`src/hdl/assert_macros.svh`:
```
// Assertion macros used by the top-level RTL file of the calendar block.
// Depends on nothing; define ASSERT_OFF to compile the checks away.
`ifndef ASSERT_MACROS_SVH
`define ASSERT_MACROS_SVH
`ifndef ASSERT_OFF
`define EPC_ASSERT(lbl, clk, rst, prop) \
   lbl: assert property (@(posedge clk) disable iff (rst) (prop)) else $error("lbl failed");
`define EPC_ASSERT_NEXT(lbl, clk, rst, ante, cons) \
   lbl: assert property (@(posedge clk) disable iff (rst) (ante) |=> (cons)) \
      else $error("lbl failed");
`else
`define EPC_ASSERT(lbl, clk, rst, prop)
`define EPC_ASSERT_NEXT(lbl, clk, rst, ante, cons)
`endif
`endif

```
`src/hdl/epc_pkg.sv`:
```
// Types, constants and calendar helper functions of the calendar block.
// Depends on nothing; used by every module of the block.
package epc_pkg;

   localparam logic [31:0] SecsPerHour = 32'd3600;
   localparam logic [5:0]  DivSixty    = 6'd60;
   localparam logic [5:0]  DivHours    = 6'd24;
   localparam logic [5:0]  DivWeek     = 6'd7;
   localparam logic [15:0] EpochWday   = 16'd4;
   localparam logic [7:0]  YoffNoLeap  = 8'd130;
   localparam logic [3:0]  LastMonth   = 4'd11;

   localparam logic        CsrZoneHours    = 1'b0;
   localparam logic        CsrSummerEnable = 1'b1;

   // Rounded-up reciprocals 2^35/15, 2^33/3 and 2^32/7.
   localparam logic [31:0] RecipFifteen = 32'h8888_8889;
   localparam logic [31:0] RecipThree   = 32'hAAAA_AAAB;
   localparam logic [31:0] RecipSeven   = 32'h2492_4925;

   localparam logic [4:0] MonthLen [12] = '{5'd31, 5'd28, 5'd31, 5'd30, 5'd31, 5'd30,
                                            5'd31, 5'd31, 5'd30, 5'd31, 5'd30, 5'd31};

   typedef enum logic [3:0] {
      ST_IDLE,
      ST_LOAD,
      ST_W_SEC,
      ST_W_MIN,
      ST_W_HOUR,
      ST_W_WDAY,
      ST_YEAR,
      ST_MONTH,
      ST_CHECK,
      ST_DONE
   } state_type;

   typedef struct packed {
      logic [4:0] zone_hours;
      logic       summer_enable;
   } cfg_type;

   typedef struct packed {
      logic        start;
      logic [31:0] dividend;
      logic [5:0]  divisor;
   } div_req_type;

   typedef struct packed {
      logic        done;
      logic [31:0] quotient;
      logic [5:0]  remainder;
   } div_rsp_type;

   typedef struct packed {
      logic [31:0] local_seconds;
      logic [5:0]  second_of_minute;
      logic [5:0]  minute_of_hour;
      logic [4:0]  hour_of_day;
      logic [2:0]  weekday;
      logic [7:0]  years_since_1970;
      logic [3:0]  month_number;
      logic [4:0]  day_of_month;
      logic        summer_applied;
   } cal_type;

   // Within 1970..2106 the only multiple of four that is not a leap year is 2100.
   function automatic logic is_leap(input logic [7:0] yoff);
      return (yoff[1:0] == 2'd2) && (yoff != YoffNoLeap);
   endfunction

   function automatic logic [8:0] year_len(input logic [7:0] yoff);
      return is_leap(yoff) ? 9'd366 : 9'd365;
   endfunction

   function automatic logic [4:0] month_len(input logic [3:0] m, input logic [7:0] yoff);
      logic [4:0] len;
      len = MonthLen[m];
      if ((m == 4'd1) && is_leap(yoff)) begin
         len = 5'd29;
      end
      return len;
   endfunction

endpackage

```
`src/hdl/epc_div.sv`:
```
// Shared divider of a 32-bit dividend by 60, 24 or 7, done by reciprocal multiplication
// in mul, fix and done stages. Depends on epc_pkg for the request and response structs.
module epc_div
   import epc_pkg::*;
(
   input  logic        clock,
   input  logic        reset,
   input  div_req_type req,
   output div_rsp_type rsp
);

   logic        mul_ff, mul_in;
   logic        fix_ff, fix_in;
   logic        done_ff, done_in;
   logic [31:0] dvd_ff, dvd_in;
   logic [5:0]  dsr_ff, dsr_in;
   logic [31:0] quo_ff, quo_in;
   logic [5:0]  rem_ff, rem_in;
   logic [31:0] scaled;
   logic [31:0] magic;
   logic [63:0] product;
   logic [31:0] quo_calc;
   logic [11:0] back_prod;

   // Sixty and twenty-four first drop their factors of four and eight, so that
   // their reciprocals are exact over the whole dividend range.
   always_comb begin
      unique case (dsr_ff)
         DivSixty: begin
            scaled = {2'd0, dvd_ff[31:2]};
            magic  = RecipFifteen;
         end
         DivHours: begin
            scaled = {3'd0, dvd_ff[31:3]};
            magic  = RecipThree;
         end
         default: begin
            scaled = dvd_ff;
            magic  = RecipSeven;
         end
      endcase
   end

   assign product = {32'd0, scaled} * {32'd0, magic};

   always_comb begin
      unique case (dsr_ff)
         DivSixty: quo_calc = {3'd0, product[63:35]};
         DivHours: quo_calc = {1'b0, product[63:33]};
         default:  quo_calc = product[63:32];
      endcase
   end

   // The remainder is below 64, so the low six bits of quotient times divisor suffice.
   assign back_prod = {6'd0, quo_ff[5:0]} * {6'd0, dsr_ff};

   always_comb begin
      mul_in  = req.start;
      fix_in  = mul_ff;
      done_in = fix_ff;
      dvd_in  = dvd_ff;
      dsr_in  = dsr_ff;
      quo_in  = quo_ff;
      rem_in  = rem_ff;
      if (req.start) begin
         dvd_in = req.dividend;
         dsr_in = req.divisor;
      end
      if (mul_ff) begin
         quo_in = quo_calc;
      end
      if (fix_ff) begin
         rem_in = dvd_ff[5:0] - back_prod[5:0];
      end
   end

   always_ff @(posedge clock) begin
      if (reset) begin
         mul_ff  <= 1'b0;
         fix_ff  <= 1'b0;
         done_ff <= 1'b0;
      end else begin
         mul_ff  <= mul_in;
         fix_ff  <= fix_in;
         done_ff <= done_in;
      end
      dvd_ff <= dvd_in;
      dsr_ff <= dsr_in;
      quo_ff <= quo_in;
      rem_ff <= rem_in;
   end

   assign rsp.done      = done_ff;
   assign rsp.quotient  = quo_ff;
   assign rsp.remainder = rem_ff;

endmodule

```
`src/hdl/epc_core.sv`:
```
// Sequencer that breaks a local timestamp into calendar fields with the shared divider,
// a year walk and a month walk. Depends on epc_pkg and epc_div.
module epc_core
   import epc_pkg::*;
(
   input  logic        clock,
   input  logic        reset,
   input  cfg_type     cfg,
   input  logic        go,
   input  logic [31:0] epoch_seconds,
   output logic        busy,
   output logic        done,
   output cal_type     cal
);

   state_type   state_ff, state_in;
   div_req_type div_req;
   div_rsp_type div_rsp;

   logic [31:0] ts_ff, ts_in;
   logic [31:0] zone_secs;
   logic        applied_ff, applied_in;
   logic [5:0]  sec_ff, sec_in;
   logic [5:0]  min_ff, min_in;
   logic [4:0]  hour_ff, hour_in;
   logic [2:0]  wday_ff, wday_in;
   logic [15:0] days_ff, days_in;
   logic [7:0]  yoff_ff, yoff_in;
   logic [3:0]  mon_ff, mon_in;
   logic [8:0]  ylen;
   logic [4:0]  mlen;
   logic        summer_rule;

   epc_div u_div (
      .clock (clock),
      .reset (reset),
      .req   (div_req),
      .rsp   (div_rsp)
   );

   // Sign-extended zone times 3600 wraps modulo 2^32 like the signed offset.
   assign zone_secs = {{27{cfg.zone_hours[4]}}, cfg.zone_hours} * SecsPerHour;
   assign ylen      = year_len(yoff_ff);
   assign mlen      = month_len(mon_ff, yoff_ff);

   // April..September, late March or early October, with the month still zero based.
   assign summer_rule = ((mon_ff >= 4'd3) && (mon_ff <= 4'd8)) ||
                        ((mon_ff == 4'd2) && (days_ff >= 16'd25)) ||
                        ((mon_ff == 4'd9) && (days_ff < 16'd24));

   always_ff @(posedge clock) begin
      if (reset) begin
         state_ff <= ST_IDLE;
      end else begin
         state_ff <= state_in;
      end
      ts_ff      <= ts_in;
      applied_ff <= applied_in;
      sec_ff     <= sec_in;
      min_ff     <= min_in;
      hour_ff    <= hour_in;
      wday_ff    <= wday_in;
      days_ff    <= days_in;
      yoff_ff    <= yoff_in;
      mon_ff     <= mon_in;
   end

   always_comb begin
      state_in         = state_ff;
      ts_in            = ts_ff;
      applied_in       = applied_ff;
      sec_in           = sec_ff;
      min_in           = min_ff;
      hour_in          = hour_ff;
      wday_in          = wday_ff;
      days_in          = days_ff;
      yoff_in          = yoff_ff;
      mon_in           = mon_ff;
      div_req.start    = 1'b0;
      div_req.dividend = div_rsp.quotient;
      div_req.divisor  = DivSixty;
      unique case (state_ff)
         ST_IDLE: begin
            if (go) begin
               ts_in      = epoch_seconds + zone_secs;
               applied_in = 1'b0;
               state_in   = ST_LOAD;
            end
         end
         ST_LOAD: begin
            div_req.start    = 1'b1;
            div_req.dividend = ts_ff;
            div_req.divisor  = DivSixty;
            state_in         = ST_W_SEC;
         end
         ST_W_SEC: begin
            if (div_rsp.done) begin
               sec_in          = div_rsp.remainder;
               div_req.start   = 1'b1;
               div_req.divisor = DivSixty;
               state_in        = ST_W_MIN;
            end
         end
         ST_W_MIN: begin
            if (div_rsp.done) begin
               min_in          = div_rsp.remainder;
               div_req.start   = 1'b1;
               div_req.divisor = DivHours;
               state_in        = ST_W_HOUR;
            end
         end
         ST_W_HOUR: begin
            if (div_rsp.done) begin
               hour_in          = div_rsp.remainder[4:0];
               days_in          = div_rsp.quotient[15:0];
               div_req.start    = 1'b1;
               div_req.dividend = {16'd0, div_rsp.quotient[15:0] + EpochWday};
               div_req.divisor  = DivWeek;
               state_in         = ST_W_WDAY;
            end
         end
         ST_W_WDAY: begin
            if (div_rsp.done) begin
               wday_in  = div_rsp.remainder[2:0] + 3'd1;
               yoff_in  = 8'd0;
               state_in = ST_YEAR;
            end
         end
         ST_YEAR: begin
            if ({7'd0, ylen} > days_ff) begin
               mon_in   = 4'd0;
               state_in = ST_MONTH;
            end else begin
               days_in = days_ff - {7'd0, ylen};
               yoff_in = yoff_ff + 8'd1;
            end
         end
         ST_MONTH: begin
            if (days_ff >= {11'd0, mlen}) begin
               days_in = days_ff - {11'd0, mlen};
               if (mon_ff == LastMonth) begin
                  state_in = ST_CHECK;
               end else begin
                  mon_in = mon_ff + 4'd1;
               end
            end else begin
               state_in = ST_CHECK;
            end
         end
         ST_CHECK: begin
            if (cfg.summer_enable && !applied_ff && summer_rule) begin
               ts_in      = ts_ff + SecsPerHour;
               applied_in = 1'b1;
               state_in   = ST_LOAD;
            end else begin
               state_in = ST_DONE;
            end
         end
         ST_DONE: begin
            state_in = ST_IDLE;
         end
         default: begin
            state_in = ST_IDLE;
         end
      endcase
   end

   assign busy = state_ff != ST_IDLE;
   assign done = state_ff == ST_DONE;

   assign cal.local_seconds    = ts_ff;
   assign cal.second_of_minute = sec_ff;
   assign cal.minute_of_hour   = min_ff;
   assign cal.hour_of_day      = hour_ff;
   assign cal.weekday          = wday_ff;
   assign cal.years_since_1970 = yoff_ff;
   assign cal.month_number     = mon_ff + 4'd1;
   assign cal.day_of_month     = days_ff[4:0] + 5'd1;
   assign cal.summer_applied   = applied_ff;

endmodule

```
`src/hdl/epoch_to_local_calendar.sv`:
```
// Top level of the calendar block: configuration registers, command handshake and
// result strobe. Depends on epc_pkg, epc_core and assert_macros.svh.
//
// An item is taken when start is high and busy is low, and busy stays high until its
// result has been shown. Each breakdown takes a load step, four divisions on the
// shared reciprocal divider, a walk over the years since 1970, a walk over the
// months and a check. When the summer hour is added the breakdown runs a second
// time. The next item can be taken as soon as busy is low.
// The result is on the rsp_ ports for exactly one cycle, marked by rsp_valid, and must
// be captured then; the block cannot be held off.
`include "assert_macros.svh"

module epoch_to_local_calendar
   import epc_pkg::*;
(
   input  logic        clock,
   input  logic        reset,
   input  logic        start,
   output logic        busy,
   input  logic [31:0] req_epoch_seconds,
   output logic        rsp_valid,
   output logic [31:0] rsp_local_seconds,
   output logic [5:0]  rsp_second_of_minute,
   output logic [5:0]  rsp_minute_of_hour,
   output logic [4:0]  rsp_hour_of_day,
   output logic [2:0]  rsp_weekday,
   output logic [7:0]  rsp_years_since_1970,
   output logic [3:0]  rsp_month_number,
   output logic [4:0]  rsp_day_of_month,
   output logic        rsp_summer_applied,
   input  logic        csr_valid,
   output logic        csr_ready,
   input  logic        csr_index,
   input  logic [4:0]  csr_wdata
);

   cfg_type cfg_ff, cfg_in;
   cal_type cal;
   logic    go;

   assign csr_ready = 1'b1;

   always_comb begin
      cfg_in = cfg_ff;
      if (csr_valid && csr_ready) begin
         unique case (csr_index)
            CsrZoneHours: begin
               cfg_in.zone_hours = csr_wdata;
            end
            CsrSummerEnable: begin
               cfg_in.summer_enable = csr_wdata[0];
            end
         endcase
      end
   end

   always_ff @(posedge clock) begin
      if (reset) begin
         cfg_ff <= '0;
      end else begin
         cfg_ff <= cfg_in;
      end
   end

   assign go = start && !busy;

   epc_core u_core (
      .clock         (clock),
      .reset         (reset),
      .cfg           (cfg_ff),
      .go            (go),
      .epoch_seconds (req_epoch_seconds),
      .busy          (busy),
      .done          (rsp_valid),
      .cal           (cal)
   );

   assign rsp_local_seconds    = cal.local_seconds;
   assign rsp_second_of_minute = cal.second_of_minute;
   assign rsp_minute_of_hour   = cal.minute_of_hour;
   assign rsp_hour_of_day      = cal.hour_of_day;
   assign rsp_weekday          = cal.weekday;
   assign rsp_years_since_1970 = cal.years_since_1970;
   assign rsp_month_number     = cal.month_number;
   assign rsp_day_of_month     = cal.day_of_month;
   assign rsp_summer_applied   = cal.summer_applied;

   `EPC_ASSERT_NEXT(a_strobe_single, clock, reset, rsp_valid, !rsp_valid)
   `EPC_ASSERT_NEXT(a_accept_busy, clock, reset, start && !busy, busy)
   `EPC_ASSERT(a_result_while_busy, clock, reset, !rsp_valid || busy)
   `EPC_ASSERT(a_summer_needs_enable, clock, reset, !(rsp_valid && rsp_summer_applied) || cfg_ff.summer_enable)

endmodule

```
`config.mk`:
```
export PLATFORM = sky130hd
export DESIGN_NAME = epoch_to_local_calendar
export DESIGN_NICKNAME = d
export VERILOG_FILES = /design/src/hdl/epc_pkg.sv /design/src/hdl/epc_div.sv /design/src/hdl/epc_core.sv /design/src/hdl/epoch_to_local_calendar.sv
export VERILOG_INCLUDE_DIRS = /design/src /design/src/hdl
export SDC_FILE = /design/constraint.sdc
export NUM_CORES = 2
export LEC_CHECK = 0
export ABC_AREA = 1
export ABC_CLOCK_PERIOD_IN_PS = 7650
export BUFFER_PORTS_ARGS = -buffer_cell sky130_fd_sc_hd__buf_2
export CAP_MARGIN = 40
export CORE_ASPECT_RATIO = 1.1
export CORE_MARGIN = 2
export CORE_UTILIZATION = 40
export DETAILED_ROUTE_END_ITERATION = 12
export PLACE_DENSITY = 0.57
export SYNTH_ARGS = -nofsm -noshare
export SYNTH_HDL_FRONTEND = slang
export SYNTH_HIERARCHICAL = 1
export SYNTH_SLANG_ARGS = --single-unit
export TNS_END_PERCENT = 10
```
`constraint.sdc`:
```
create_clock -name clock -period 7.65 [get_ports clock]
set_input_delay 0.3825 -clock clock [delete_from_list [all_inputs] [get_ports clock]]
set_output_delay 0.3825 -clock clock [all_outputs]
set_load 0.03 [all_outputs]
```
==> flow_metrics.py <==
metrics = {
    "worst_setup_path": {
        "crit_buf_inv": 14,
        "crit_required_ns": 7.85,
        "timing.setup.critical_path_class": "flip-flop to flip-flop",
        "critical-path-slowest-cell": "sky130_fd_sc_hd__fa_2",
        "arrival_ns": 7.97,
        "startpoint_type": "flip-flop",
        "critical_path.max_fanout": 4,
        "timing.critical_path.max_delay_family": "adder cells",
        "max_stage_delay_ns": 0.60,
        "cp-end-kind": "flip-flop",
    },
    "yosys": {
        "postSynthRegisterBits": 170,
        "post_synth.cell_area_avg_um2": 8.15,
        "netlist_area_um2": 36300,
        "synth_compound_gate_area_share": 0.0778,
        "largest_family_of_logic_cells_by_synthesized_area": "adder cells",
        "synthXorXnorAreaFrac": 0.0273,
        "synth.area.mux_share": 0,
        "yosys.area_share.adder": 0.452,
        "number_of_unique_standard_cell_types_used_by_synthesis": 61,
        "ys_seq_area_frac": 0.137,
        "yosys.area_share.simple": 0.176,
        "synth_warnings": 6,
        "post_synth_inst_count": 4453,
    },
    "min_path": {
        "min-delay-path-class": "primary input to flip-flop",
    },
    "sta": {
        "timing.clock.skew_ns": 0.0186,
        "slew_headroom": 0.451,
        "period_minus_slack_ns": 7.78,
        "maxClockFrequency_mhz": 129,
        "maxSlewViolCount": 0,
        "rsz0062_at_grt": "yes",
        "fin_tns_setup_ns": -2.56,
        "setup_violations": 32,
        "period_share": 1.02,
        "layout_setup_ws_ns": -0.125,
        "finalHoldViolations": 0,
        "worst_margin_pin_slew_ns": 0.815,
    },
    "floorplan": {
        "row_count": 115,
        "initial_utilization": 0.405,
        "vert_die_dim_um": 320,
        "design.die.area_um2": 93200,
        "fp.dieW_um": 291,
        "coreArea_um2": 89600,
        "io_pins": 115,
    },
    "finish": {
        "areaGrowthSynthToFinish_pct": 28.4,
        "sequential_cell_area_um2": 4970,
        "antenna_cells": 0,
        "postLayoutCellArea_um2": 46600,
        "layout.nets": 6333,
        "drive_above_1_share": 0.264,
        "multi_input_area_um2": 29200,
        "num-fill-cells": 8605,
        "leading_cell_type_in_the_layout_fill_and_taps_excluded": "sky130_fd_sc_hd__inv_1",
        "mostFrequentLayoutCells": "1,055 x sky130_fd_sc_hd__inv_1, 659 x sky130_fd_sc_hd__buf_4, 657 x sky130_fd_sc_hd__nand2_1",
    },
    "route": {
        "drc": 0,
        "wirelength_met1_um": 53200,
        "routed_wire_length_per_instance_um": 19.9,
        "dr_wl_met3_um": 4990,
        "detailedRoute.firstPassIterationCount": 6,
        "postRouteWirelength_um": 128000,
        "wl_met2_um": 65800,
        "num_vias": 31923,
        "via_per_inst": 4.93,
        "route.antenna.remaining_nets": 0,
        "drt-initial-drc-count": 1902,
        "dr.max_layer_used": "met4",
    },
    "clocking": {
        "clkTransAtPathRegs_ns": 0.08,
        "tritoncts": "yes",
        "clk_path_buf_depth": 2,
        "cts_inserted_buffers": 17,
        "cts_num_sinks": 170,
        "clock_tree.htree_level_count": 4,
        "post_cts_hold_buffer_count": 0,
        "clk-insertion-delay-late_ns": 0.46,
        "ctsRootBufferMaster": "sky130_fd_sc_hd__clkbuf_16",
    },
    "global_route": {
        "first_pass_grt_wire_length_um": 194000,
        "maximum_number_of_pins_on_one_net_before_global_route_repair": 34,
        "grt_util_all_layers": 0.277,
        "antenna_found_initial": 0,
        "grt_remaining_overflow": 0,
        "grt_pass1_vias": 33466,
    },
    "placed_design": {
        "hpwl_um": 113000,
        "gpl.final_weighted_congestion": 0.988,
        "port_buffers": 113,
        "placed_area_um2": 43200,
    },
    "outcome": {
        "run_status": "finished, violations left",
        "failed_checks": "setup timing",
    },
    "flow_run": {
        "timing.max_cap.violations": 0,
    },
}
worst register-to-register path, delay by kind of cell, from the launching register on:
kind / cells / cell delay [ns]
adder cells (fa/ha/maj): 9 / 4.12
AND/OR/NAND/NOR: 9 / 0.93
flip-flops: 1 / 0.43
buffers and inverters: 14 / 1.32
AO/OA/AOI/OAI: 6 / 0.74
layout make-up:
type,count,area share
Inverter,1143,0.0924
Multi-Input combinational cell,3149,0.626
Timing Repair Buffer,807,0.131
Tap cell,1170,0.0314
Clock buffer,17,0.00912
Clock inverter,15,0.00400
Sequential cell,170,0.107
state kept, by name, summed over array words and instances (netlist names), 3 cells and up:
register / cells
u_core/ts_ff: 32
u_core/u_div/dvd_ff: 32
u_core/u_div/quo_ff: 32
u_core/days_ff: 16
u_core/yoff_ff: 8
cfg_ff: 6
u_core/min_ff: 6
u_core/sec_ff: 6
u_core/u_div/dsr_ff: 6
u_core/u_div/rem_ff: 6
u_core/hour_ff: 5
u_core/mon_ff: 4
u_core/state_ff: 4
u_core/wday_ff: 3
worst paths after layout:
check,startpoint,end,slack [ns],cells after the start
setup reg to reg,u_core/u_div/dsr_ff[1]$_DFFE_PP_,u_core/u_div/quo_ff[14]$_DFFE_PP_,-0.13,38
hold / removal,csr_wdata[0],cfg_ff[0]$_SDFFE_PP0P_,0.19,3
hold reg to reg,u_core/u_div/rem_ff[5]$_DFFE_PP_,u_core/min_ff[5]$_DFFE_PP_,0.45,0
setup / recovery,u_core/u_div/dsr_ff[1]$_DFFE_PP_,u_core/u_div/quo_ff[14]$_DFFE_PP_,-0.13,38
cells in the mapped netlist (all sizes together):
library cell	number	share of area
a21o	37	0.0077
edfxtp	157	0.13
o21a	8	0.0017
fa	513	0.28
o21bai	27	0.0056
a22oi	2	0.00041
nor3b	2	0.00041
o21ai	142	0.020
o211a	1	0.00028
xor2	78	0.020
a31oi	11	0.0019
nor4	2	0.00034
nand3b	23	0.0048
ha	490	0.17
nor2	365	0.042
and3	3	0.00052
nand3	247	0.035
xnor2	31	0.0075
and2	8	0.0014
a22o	2	0.00048
clkbuf	43	0.0044
o221ai	8	0.0019
a21boi	10	0.0021
clkinv	2	0.00021
o31ai	4	0.00083
a211oi	2	0.00041
dfxtp	13	0.0072
o211ai	12	0.0025
a31o	9	0.0022
or2	11	0.0019
conb	3	0.00031
a21oi	199	0.029
o2111ai	2	0.00048
o22ai	7	0.0012
nand2	723	0.077
nand4	39	0.0069
nor3	44	0.0067
buf	32	0.0065
inv	1141	0.12
metrics by stage:
step | hold WS, ns | util | std cells | worst slack (ns)
after floorplan | 0.421 | - | 4537 | 0.212
after global placement | 0.435 | 0.482 | 6386 | -0.712
after detailed placement | 0.437 | 0.482 | 6387 | -0.745
after CTS | 0.168 | 0.499 | 6443 | -0.272
after global routing | 0.215 | 0.520 | 6471 | -0.384
final | 0.187 | 0.520 | 6471 | -0.125
layer usage:
metal / GRT usage / up-vias
li1: - / 15421
met1: 0.345 / 15613
met2: 0.507 / 711
met3: 0.0259 / 178
met4: 0.0816 / 0
met5: 0 / -
cell families after synthesis:
logic type | count (synthesis)
buffers and inverters | 1218
other | 3
flip-flops | 170
AND/OR/NAND/NOR | 1467
AO/OA/AOI/OAI | 483
adder cells (fa/ha/maj) | 1003
XOR/XNOR | 109
what timing repair did:
item | in CTS | in global routing
gates cloned | 3 | 1
setup endpoints to repair | 32 | 32
buffers inserted | 21 | 29
resized for setup | 168 | 437
pin swaps | 71 | 184
Power is left out: the tool's default activity adds up to more than one toggle a clock period on the data nets, which glitch-free logic cannot reach.
